### src/rtl/scl_pkg.sv
// shared types, character codes and constants of the servo command parser
`timescale 1ns / 1ps
package scl_pkg;

  localparam int LINE_DEPTH_DEFAULT = 16;

  // configuration port
  localparam int CFG_DATA_W = 10;
  localparam int CFG_IDX_W  = 2;

  typedef enum logic [CFG_IDX_W-1:0] {
    CFG_NARROW_MIN  = 2'd0,
    CFG_NARROW_SPAN = 2'd1,
    CFG_WIDE_MIN    = 2'd2,
    CFG_WIDE_SPAN   = 2'd3
  } cfg_index_t;

  localparam logic [7:0] NARROW_MIN_RST  = 8'd8;
  localparam logic [7:0] NARROW_SPAN_RST = 8'd30;
  localparam logic [9:0] WIDE_MIN_RST    = 10'd125;
  localparam logic [9:0] WIDE_SPAN_RST   = 10'd500;

  // character codes
  localparam logic [7:0] CH_TAB     = 8'd9;
  localparam logic [7:0] CH_LF      = 8'd10;
  localparam logic [7:0] CH_VT      = 8'd11;
  localparam logic [7:0] CH_FF      = 8'd12;
  localparam logic [7:0] CH_CR      = 8'd13;
  localparam logic [7:0] CH_SPACE   = 8'd32;
  localparam logic [7:0] CH_PLUS    = 8'd43;
  localparam logic [7:0] CH_MINUS   = 8'd45;
  localparam logic [7:0] CH_ZERO    = 8'd48;
  localparam logic [7:0] CH_NINE    = 8'd57;
  localparam logic [7:0] CH_COLON   = 8'd58;
  localparam logic [7:0] CH_SEMI    = 8'd59;
  localparam logic [7:0] CH_UPPER_A = 8'd65;
  localparam logic [7:0] CH_UPPER_D = 8'd68;
  localparam logic [7:0] CH_LOWER_A = 8'd97;
  localparam logic [7:0] CH_LOWER_D = 8'd100;

  localparam logic [7:0] ANGLE_MAX = 8'd180;

  // x / 180 == (x >> 2) / 45, and (y * 93207) >> 22 is exact for 16-bit y
  localparam logic [16:0] DIV45_MULT  = 17'd93207;
  localparam int          DIV45_SHIFT = 22;

  typedef enum logic [2:0] {
    PH_SKIP = 3'b001,
    PH_NUM  = 3'b010,
    PH_DONE = 3'b100
  } phase_t;

  typedef struct packed {
    logic [7:0] narrow_min;
    logic [7:0] narrow_span;
    logic [9:0] wide_min;
    logic [9:0] wide_span;
  } pulse_cfg_t;

  typedef struct packed {
    logic [1:0] servo;
    logic [7:0] angle;
  } cmd_t;

  // servos 0 and 3 sit on 8-bit timers
  function automatic logic is_narrow(input logic [1:0] servo);
    return (servo == 2'd0) || (servo == 2'd3);
  endfunction

endpackage

### src/rtl/scl_if.sv
// valid/ready channel interfaces for received bytes and servo results
`timescale 1ns / 1ps
interface scl_byte_if;
  logic       valid;
  logic       ready;
  logic [7:0] rx_byte;
  modport source (output valid, output rx_byte, input ready);
  modport sink (input valid, input rx_byte, output ready);
endinterface

interface scl_result_if;
  logic        valid;
  logic        ready;
  logic [1:0]  servo_index;
  logic [7:0]  angle_degrees;
  logic [10:0] compare_value;
  modport source (output valid, output servo_index, output angle_degrees,
                  output compare_value, input ready);
  modport sink (input valid, input servo_index, input angle_degrees,
                input compare_value, output ready);
endinterface

### src/rtl/scl_line_parser.sv
// per-byte line state update and command register
`timescale 1ns / 1ps
module scl_line_parser
  import scl_pkg::*;
#(
  parameter int LINE_DEPTH = LINE_DEPTH_DEFAULT
) (
  input  logic       clk,
  input  logic       rst,
  input  logic       in_valid,
  output logic       in_ready,
  input  logic [7:0] rx_byte,
  input  logic       advance,
  output logic       cmd_valid,
  output cmd_t       cmd
);

  localparam int CW = $clog2(LINE_DEPTH);

  logic [CW-1:0] char_count, char_count_next;
  logic [7:0]    id_char, id_char_next;
  logic          separator_seen, separator_seen_next;
  phase_t        number_phase, number_phase_next;
  logic          number_negative, number_negative_next;
  logic [7:0]    number_accumulator, number_accumulator_next;

  logic       accept, eol, is_digit, is_space, id_hit, hit;
  logic [1:0] servo;
  logic [7:0] angle_raw, angle, acc_step;

  assign in_ready = !cmd_valid || advance;
  assign accept   = in_valid && in_ready;

  always_comb begin
    eol      = (rx_byte == CH_LF) || (rx_byte == CH_CR);
    is_digit = (rx_byte >= CH_ZERO) && (rx_byte <= CH_NINE);
    is_space = (rx_byte == CH_SPACE) || (rx_byte == CH_TAB) ||
               (rx_byte == CH_VT) || (rx_byte == CH_FF);
    // acc * 10 + digit, modulo 256
    acc_step = (number_accumulator << 3) + (number_accumulator << 1) + (rx_byte - CH_ZERO);

    id_hit = 1'b0;
    servo  = 2'd0;
    if ((id_char >= CH_UPPER_A) && (id_char <= CH_UPPER_D)) begin
      id_hit = 1'b1;
      servo  = 2'(id_char - CH_UPPER_A);
    end else if ((id_char >= CH_LOWER_A) && (id_char <= CH_LOWER_D)) begin
      id_hit = 1'b1;
      servo  = 2'(id_char - CH_LOWER_A);
    end

    angle_raw = number_negative ? (8'd0 - number_accumulator) : number_accumulator;
    angle     = (angle_raw > ANGLE_MAX) ? ANGLE_MAX : angle_raw;
    hit       = eol && (char_count >= CW'(3)) && separator_seen && id_hit;

    char_count_next         = char_count;
    id_char_next            = id_char;
    separator_seen_next     = separator_seen;
    number_phase_next       = number_phase;
    number_negative_next    = number_negative;
    number_accumulator_next = number_accumulator;

    if (eol || (char_count >= CW'(LINE_DEPTH - 1))) begin
      // end of line or overflow: start over empty
      char_count_next         = '0;
      id_char_next            = 8'd0;
      separator_seen_next     = 1'b0;
      number_phase_next       = PH_SKIP;
      number_negative_next    = 1'b0;
      number_accumulator_next = 8'd0;
    end else begin
      char_count_next = char_count + CW'(1);
      if (char_count == CW'(0)) begin
        id_char_next = rx_byte;
      end else if (char_count == CW'(1)) begin
        separator_seen_next = (rx_byte == CH_COLON) || (rx_byte == CH_SEMI);
      end else begin
        unique case (number_phase)
          PH_SKIP: begin
            if (is_space) begin
              number_phase_next = PH_SKIP;
            end else if ((rx_byte == CH_PLUS) || (rx_byte == CH_MINUS)) begin
              number_negative_next = (rx_byte == CH_MINUS);
              number_phase_next    = PH_NUM;
            end else if (is_digit) begin
              number_accumulator_next = acc_step;
              number_phase_next       = PH_NUM;
            end else begin
              number_phase_next = PH_DONE;
            end
          end
          PH_NUM: begin
            if (is_digit) begin
              number_accumulator_next = acc_step;
            end else begin
              number_phase_next = PH_DONE;
            end
          end
          PH_DONE: begin
            number_phase_next = PH_DONE;
          end
          default: begin
            number_phase_next = PH_DONE;
          end
        endcase
      end
    end
  end

  always_ff @(posedge clk) begin
    if (rst) begin
      char_count         <= '0;
      id_char            <= 8'd0;
      separator_seen     <= 1'b0;
      number_phase       <= PH_SKIP;
      number_negative    <= 1'b0;
      number_accumulator <= 8'd0;
    end else if (accept) begin
      char_count         <= char_count_next;
      id_char            <= id_char_next;
      separator_seen     <= separator_seen_next;
      number_phase       <= number_phase_next;
      number_negative    <= number_negative_next;
      number_accumulator <= number_accumulator_next;
    end
  end

  always_ff @(posedge clk) begin
    if (rst) begin
      cmd_valid <= 1'b0;
    end else if (accept && hit) begin
      cmd_valid <= 1'b1;
    end else if (advance) begin
      cmd_valid <= 1'b0;
    end
  end

  always_ff @(posedge clk) begin
    if (accept && hit) begin
      cmd.servo <= servo;
      cmd.angle <= angle;
    end
  end

endmodule

### src/rtl/scl_pulse_calc.sv
// compare value pipeline: span multiply, divide by 180, add minimum
`timescale 1ns / 1ps
module scl_pulse_calc
  import scl_pkg::*;
(
  input  logic        clk,
  input  logic        rst,
  input  logic        cmd_valid,
  input  cmd_t        cmd,
  output logic        advance,
  input  pulse_cfg_t  cfg,
  output logic        out_valid,
  input  logic        out_ready,
  output logic [1:0]  servo_index,
  output logic [7:0]  angle_degrees,
  output logic [10:0] compare_value
);

  logic        prod_valid, quot_valid;
  cmd_t        prod_cmd, quot_cmd;
  logic [17:0] product;
  logic [9:0]  quotient;
  logic [9:0]  span_sel;
  logic [10:0] min_sel;
  logic [32:0] recip_prod;
  logic        en_out, en_quot, en_prod;

  assign en_out  = !out_valid || out_ready;
  assign en_quot = !quot_valid || en_out;
  assign en_prod = !prod_valid || en_quot;
  assign advance = en_prod;

  assign span_sel   = is_narrow(cmd.servo) ? {2'b00, cfg.narrow_span} : cfg.wide_span;
  assign recip_prod = product[17:2] * DIV45_MULT;
  assign min_sel    = is_narrow(quot_cmd.servo) ? {3'b000, cfg.narrow_min}
                                                 : {1'b0, cfg.wide_min};

  always_ff @(posedge clk) begin
    if (rst) begin
      prod_valid <= 1'b0;
      quot_valid <= 1'b0;
      out_valid  <= 1'b0;
    end else begin
      if (en_prod) begin
        prod_valid <= cmd_valid;
      end
      if (en_quot) begin
        quot_valid <= prod_valid;
      end
      if (en_out) begin
        out_valid <= quot_valid;
      end
    end
  end

  always_ff @(posedge clk) begin
    if (en_prod) begin
      prod_cmd <= cmd;
      product  <= cmd.angle * span_sel;
    end
    if (en_quot) begin
      quot_cmd <= prod_cmd;
      quotient <= recip_prod[DIV45_SHIFT +: 10];
    end
    if (en_out) begin
      servo_index   <= quot_cmd.servo;
      angle_degrees <= quot_cmd.angle;
      compare_value <= min_sel + {1'b0, quotient};
    end
  end

endmodule

### src/rtl/servo_command_line_parser.sv
// top level of the servo command line parser
// usage:
//   rx carries one received character per transaction (rx_byte); result
//   carries one servo command per transaction: servo_index, angle_degrees
//   and compare_value for that servo's timer channel
//   cfg_we/cfg_index/cfg_data write the pulse min and span registers;
//   write them only while no command is in flight
// throughput: one character per cycle; the line state is updated in the
//   cycle the character is taken, so back-to-back characters never stall
//   while the result side keeps up
// path: a terminating CR or LF produces its result through the command
//   register, span multiply, reciprocal divide by 180, then minimum add
//   into the output register
// lines that are short, malformed or name no servo A-D end silently
// reset: synchronous, clears the line state, all pipeline valid flags, and
//   loads the default pulse registers 8, 30, 125, 500
// stall: a held result keeps its value; stages behind it fill up and rx
//   drops ready only once the command register itself cannot move on
module servo_command_line_parser
  import scl_pkg::*;
#(
  parameter int LINE_DEPTH = LINE_DEPTH_DEFAULT
) (
  input  logic                  clk,
  input  logic                  rst,
  scl_byte_if.sink              rx,
  scl_result_if.source          result,
  input  logic                  cfg_we,
  input  logic [CFG_IDX_W-1:0]  cfg_index,
  input  logic [CFG_DATA_W-1:0] cfg_data
);

  pulse_cfg_t cfg;
  logic       cmd_valid;
  cmd_t       cmd;
  logic       advance;

  // pulse shaping registers
  always_ff @(posedge clk) begin
    if (rst) begin
      cfg.narrow_min  <= NARROW_MIN_RST;
      cfg.narrow_span <= NARROW_SPAN_RST;
      cfg.wide_min    <= WIDE_MIN_RST;
      cfg.wide_span   <= WIDE_SPAN_RST;
    end else if (cfg_we) begin
      unique case (cfg_index_t'(cfg_index))
        CFG_NARROW_MIN:  cfg.narrow_min  <= cfg_data[7:0];
        CFG_NARROW_SPAN: cfg.narrow_span <= cfg_data[7:0];
        CFG_WIDE_MIN:    cfg.wide_min    <= cfg_data;
        CFG_WIDE_SPAN:   cfg.wide_span   <= cfg_data;
        default: begin
        end
      endcase
    end
  end

  // character-by-character line parsing
  scl_line_parser #(
    .LINE_DEPTH (LINE_DEPTH)
  ) u_parser (
    .clk       (clk),
    .rst       (rst),
    .in_valid  (rx.valid),
    .in_ready  (rx.ready),
    .rx_byte   (rx.rx_byte),
    .advance   (advance),
    .cmd_valid (cmd_valid),
    .cmd       (cmd)
  );

  // angle to compare value
  scl_pulse_calc u_calc (
    .clk           (clk),
    .rst           (rst),
    .cmd_valid     (cmd_valid),
    .cmd           (cmd),
    .advance       (advance),
    .cfg           (cfg),
    .out_valid     (result.valid),
    .out_ready     (result.ready),
    .servo_index   (result.servo_index),
    .angle_degrees (result.angle_degrees),
    .compare_value (result.compare_value)
  );

endmodule

### src/flat_wrapper.sv
// flat-port wrapper written by rule: the top's interface ports become plain ports
module servo_command_line_parser_flat import scl_pkg::*;
#(
  parameter int LINE_DEPTH = LINE_DEPTH_DEFAULT
)
  (clk, rst, cfg_we, cfg_index, cfg_data, rx_valid, rx_rx_byte, rx_ready, result_valid, result_servo_index, result_angle_degrees, result_compare_value, result_ready);
  scl_byte_if rx_i ();
  scl_result_if result_i ();
  input  logic clk;
  input  logic rst;
  input  logic cfg_we;
  input  logic [CFG_IDX_W-1:0] cfg_index;
  input  logic [CFG_DATA_W-1:0] cfg_data;
  input wire logic [$bits(rx_i.valid)-1:0] rx_valid;
  input wire logic [$bits(rx_i.rx_byte)-1:0] rx_rx_byte;
  output wire logic [$bits(rx_i.ready)-1:0] rx_ready;
  output wire logic [$bits(result_i.valid)-1:0] result_valid;
  output wire logic [$bits(result_i.servo_index)-1:0] result_servo_index;
  output wire logic [$bits(result_i.angle_degrees)-1:0] result_angle_degrees;
  output wire logic [$bits(result_i.compare_value)-1:0] result_compare_value;
  input wire logic [$bits(result_i.ready)-1:0] result_ready;
  assign rx_i.valid = rx_valid;
  assign rx_i.rx_byte = rx_rx_byte;
  assign rx_ready = rx_i.ready;
  assign result_valid = result_i.valid;
  assign result_servo_index = result_i.servo_index;
  assign result_angle_degrees = result_i.angle_degrees;
  assign result_compare_value = result_i.compare_value;
  assign result_i.ready = result_ready;
  servo_command_line_parser #(.LINE_DEPTH(LINE_DEPTH)) u_core (.clk(clk), .rst(rst), .rx(rx_i), .result(result_i), .cfg_we(cfg_we), .cfg_index(cfg_index), .cfg_data(cfg_data));
endmodule
### config.mk
export PLATFORM = sky130hd
export DESIGN_NAME = servo_command_line_parser_flat
export DESIGN_NICKNAME = d
export VERILOG_FILES = /design/src/rtl/scl_pkg.sv /design/src/rtl/scl_if.sv /design/src/rtl/scl_line_parser.sv /design/src/rtl/scl_pulse_calc.sv /design/src/rtl/servo_command_line_parser.sv /design/src/flat_wrapper.sv
export SDC_FILE = /design/constraint.sdc
export NUM_CORES = 1
export LEC_CHECK = 0
export CELL_PAD_IN_SITES_DETAIL_PLACEMENT = 1
export CELL_PAD_IN_SITES_GLOBAL_PLACEMENT = 2
export CORE_MARGIN = 3
export CORE_UTILIZATION = 40
export CTS_BUF_LIST = sky130_fd_sc_hd__clkbuf_16
export DETAILED_ROUTE_END_ITERATION = 6
export DONT_BUFFER_PORTS = 1
export MAX_ROUTING_LAYER = met4
export PLACE_DENSITY_LB_ADDON = 0.2
export RECOVER_POWER = 50
export SKIP_CTS_REPAIR_TIMING = 1
export SLEW_MARGIN = 20
export SYNTH_ARGS = -nofsm -noshare
export SYNTH_HDL_FRONTEND = slang
export SYNTH_HIERARCHICAL = 1
export SYNTH_SLANG_ARGS = --single-unit
export TNS_END_PERCENT = 1
### constraint.sdc
create_clock -name clk -period 5.94 [get_ports clk]
set_clock_uncertainty 0.05 [all_clocks]
set_input_delay 0.594 -clock clk [delete_from_list [all_inputs] [get_ports clk]]
set_output_delay 0.594 -clock clk [all_outputs]
set_load 0.01 [all_outputs]
==> impl_metrics.yaml <==
run_status:
  status: "complete, but fails checks"
  failed_checks: "capacitance limit, slew limit"
clocking:
  cts.htree.levels: 4
  root_buffer: "clkbuf_16"
  cts_tree: "yes"
  path_clk_slew_ns: 0.08
  numCtsBuffers: 17
  clk_latency_ns: 0.45
  clock_path_buffers: 2
  cts_sinks: 141
yosys:
  seq_area_frac_synth: 0.2618
  ys.flop_type: "edfxtp_1"
  syn_avg_cell_area_um2: 10.34
  synthCells: 1328
  yosysWarnings: 6
  synth_edf_count: 77
  yosys.area.top_type: "fa_1"
  yosysUniqueCellTypes: 84
  async_flop_share: 0
  synth_top_area_frac: 0.1983
  syn_area_mm2: 0.01373
  yosysMostFrequentCell: "inv_1"
  postSynthRegisterBits: 141
  syn_nets: 1688
  synthTopCellsByArea: "fa_1 20%, ha_1 18%, edfxtp_1 17%, dfxtp_1 9.3%, inv_1 6.9%"
  synth_common_cells: "253 x inv_1, 199 x ha_1, 136 x fa_1"
sta:
  timing.final.crit_share: 0.9541
  slew_headroom: -0.09807
  worst_pin_slew_ns: 1.647
  fmax_ghz: 0.1765
  setup_viol: 0
  slew_violations: 28
  fin_crit_ns: 5.667
  hold_violations: 0
final_layout:
  utilization: 0.4454
  finalNonFillerCells: 1806
  multi_input_area_mm2: 0.009126
  diodes: 0
  nFillCells: 3814
  syn2layout_area_growth_pct: 9.333
  final_net_count: 1705
  drive_gt1_frac: 0.07437
  regArea_mm2: 0.003593
place:
  dpl.cell_count: 1773
  dp_hpwl_um: 27090
  io_buffers: 0
  gp_congestion: 0.8105
detailed_routing:
  drc: 0
  avgRoutedWirePerCell_um: 18.31
  avgViaCountPerCell: 5.066
  routed_wl_um: 33060
  drtIter0Drc: 316
  ant_nets: 0
  num_vias: 9150
  first_pass_iters: 4
die:
  dieArea_mm2: 0.03658
  die_x_um: 191.3
  rows: 67
  core_area_mm2: 0.03370
  floorplan.initialDensity: 0.4074
  io_pins: 48
  die_y_um: 191.3
flow_run:
  max_cap_viol_count: 1
global_routing:
  grt_usage: 0.1961
  antenna_found_initial: 0
  grt_pass1_wl_um: 53920
  overflow: 0
  grt_max_degree: 77
  grt_pass1_vias: 9995
critical_path:
  critPathMaxFanout: 4
  crit_required_ns: 6.07
  reg2reg_slack_ns: 0.27
  endpoint_kind: "flip-flop"
  critPathCapture: "u_core/u_calc/quotient[8]$_DFFE_PP_"
  critPathLaunch: "u_core/u_calc/product[16]$_DFFE_PP_"
  start_kind: "flip-flop"
  crit_type: "reg2reg"
  rr_worst_depth: 18
  regToRegStartpoint: "u_core/u_calc/product[16]$_DFFE_PP_"
  r2r-end: "u_core/u_calc/quotient[8]$_DFFE_PP_"
  critPathArrivalTime_ns: 5.80
hold_path:
  worstHoldPathType: "in2reg"
  min_path_cells: 1
power_and_ir_drop:
  powerDensity_mw_per_mm2: 343.1
  leakagePower_nw: 7.340
  peakVddDrop_v: 0.0002748
## layout make-up
class | instances | area share
flip-flops and latches | 141 | 0.2394
well taps | 448 | 0.03735
clock buffers | 19 | 0.03168
clock inverters | 13 | 0.008753
multi-input cells | 906 | 0.6080
repair buffers | 25 | 0.01125
inverters | 254 | 0.06352
## report_power, final
part / total, W / switching (W) / internal, W
clock: 0.00111 / 0.000476 / 0.000636
combinational: 0.00282 / 0.00164 / 0.00118
sequential: 0.00122 / 0.0000640 / 0.00115
## state kept, by name (all words and copies together), names as in the netlist, 4 cells and up
| name | cells |
|---|---|
| u_core/u_calc/prod_cmd | 10 |
| u_core/u_calc/compare_value | 11 |
| u_core/u_calc/product | 16 |
| u_core/u_calc/angle_degrees | 8 |
| u_core/u_parser/id_char | 7 |
| u_core/u_calc/quot_cmd | 10 |
| u_core/u_parser/cmd | 10 |
| u_core/u_calc/quotient | 10 |
| u_core/u_parser/number_accumulator | 8 |
| u_core/cfg | 36 |
| u_core/u_parser/char_count | 4 |
## cells in the final DEF (no fill, tap or decap), types with 11 or more instances in the layout
master / count
inv_1: 252
a22o_1: 14
xnor2_1: 31
xor2_1: 14
mux2_2: 17
a21o_1: 12
mux2i_1: 38
nor2b_1: 19
and3_1: 14
nand3_1: 15
and2_1: 20
dfxtp_1: 64
nand2b_1: 42
nor2_1: 56
nor3_1: 11
o21ai_0: 27
buf_4: 20
ha_1: 196
a21oi_1: 40
clkbuf_16: 19
fa_1: 135
nand2_1: 71
edfxtp_1: 77
## metrics by stage
stage	hold slack, ns	setup TNS [ns]	total power, W	area [µm²]	worst slack (ns)
after floorplan	0.3503	0	0.003200	13730	0.3601
after global placement	0.3507	0	0.003882	14350	0.07892
after detailed placement	0.3563	0	0.003917	14350	0.001547
after CTS	0.1479	-0.07106	0.005077	14950	-0.03632
after global routing	0.1425	-0.005954	0.005654	15010	-0.005954
final	0.1736	0	0.005150	15010	0.2727
## metal layers
layer  up-vias  routed length [µm]  GRT usage
met5         -                   0          -
met4         0                 632    0.04855
met3        39                 648    0.03429
met2        89               16740     0.3328
met1      4559               15040     0.2437
li1       4463                   -          -
## critical path, cell delays in order (launching register included)
cell and delay, ns:
edfxtp_1 0.45, fa_1 0.56, inv_1 0.05, fa_1 0.50
inv_1 0.05, fa_1 0.47, inv_1 0.06, fa_2 0.57
fa_1 0.43, fa_1 0.51, inv_1 0.06, ha_4 0.23
a21oi_4 0.14, o221ai_2 0.11, o31ai_2 0.30, o221ai_2 0.23
a221oi_4 0.37, o21bai_1 0.11, xor2_1 0.14
## how the worst min path moves through the flow
stage,start,endpoint
floorplan,u_core/u_calc/quot_cmd[0]$_DFFE_PP_,u_core/u_calc/angle_degrees[0]$_DFFE_PP_
global placement,u_core/u_calc/quot_cmd[2]$_DFFE_PP_,u_core/u_calc/angle_degrees[2]$_DFFE_PP_
detailed placement,u_core/u_calc/prod_cmd[3]$_DFFE_PP_,u_core/u_calc/quot_cmd[3]$_DFFE_PP_
CTS,rst,u_core/u_parser/char_count[0]$_SDFFE_PP0P_
global route,rst,u_core/u_calc/quot_valid$_SDFFE_PP0P_
finish,rst,u_core/u_calc/quot_valid$_SDFFE_PP0P_
## cells by family (layout without fill, tap and decap cells)
logic type / after synthesis / in the layout / share of synthesized area
XOR/XNOR: 47 / 47 / 0.03108
flip-flops: 141 / 141 / 0.2618
adder cells (fa/ha/maj): 335 / 335 / 0.3797
AO/OA/AOI/OAI: 164 / 164 / 0.08659
multiplexers: 55 / 55 / 0.04165
buffers and inverters: 281 / 311 / 0.07838
AND/OR/NAND/NOR: 305 / 305 / 0.1209
No activity file was read; power rests on OpenSTA's default activity.
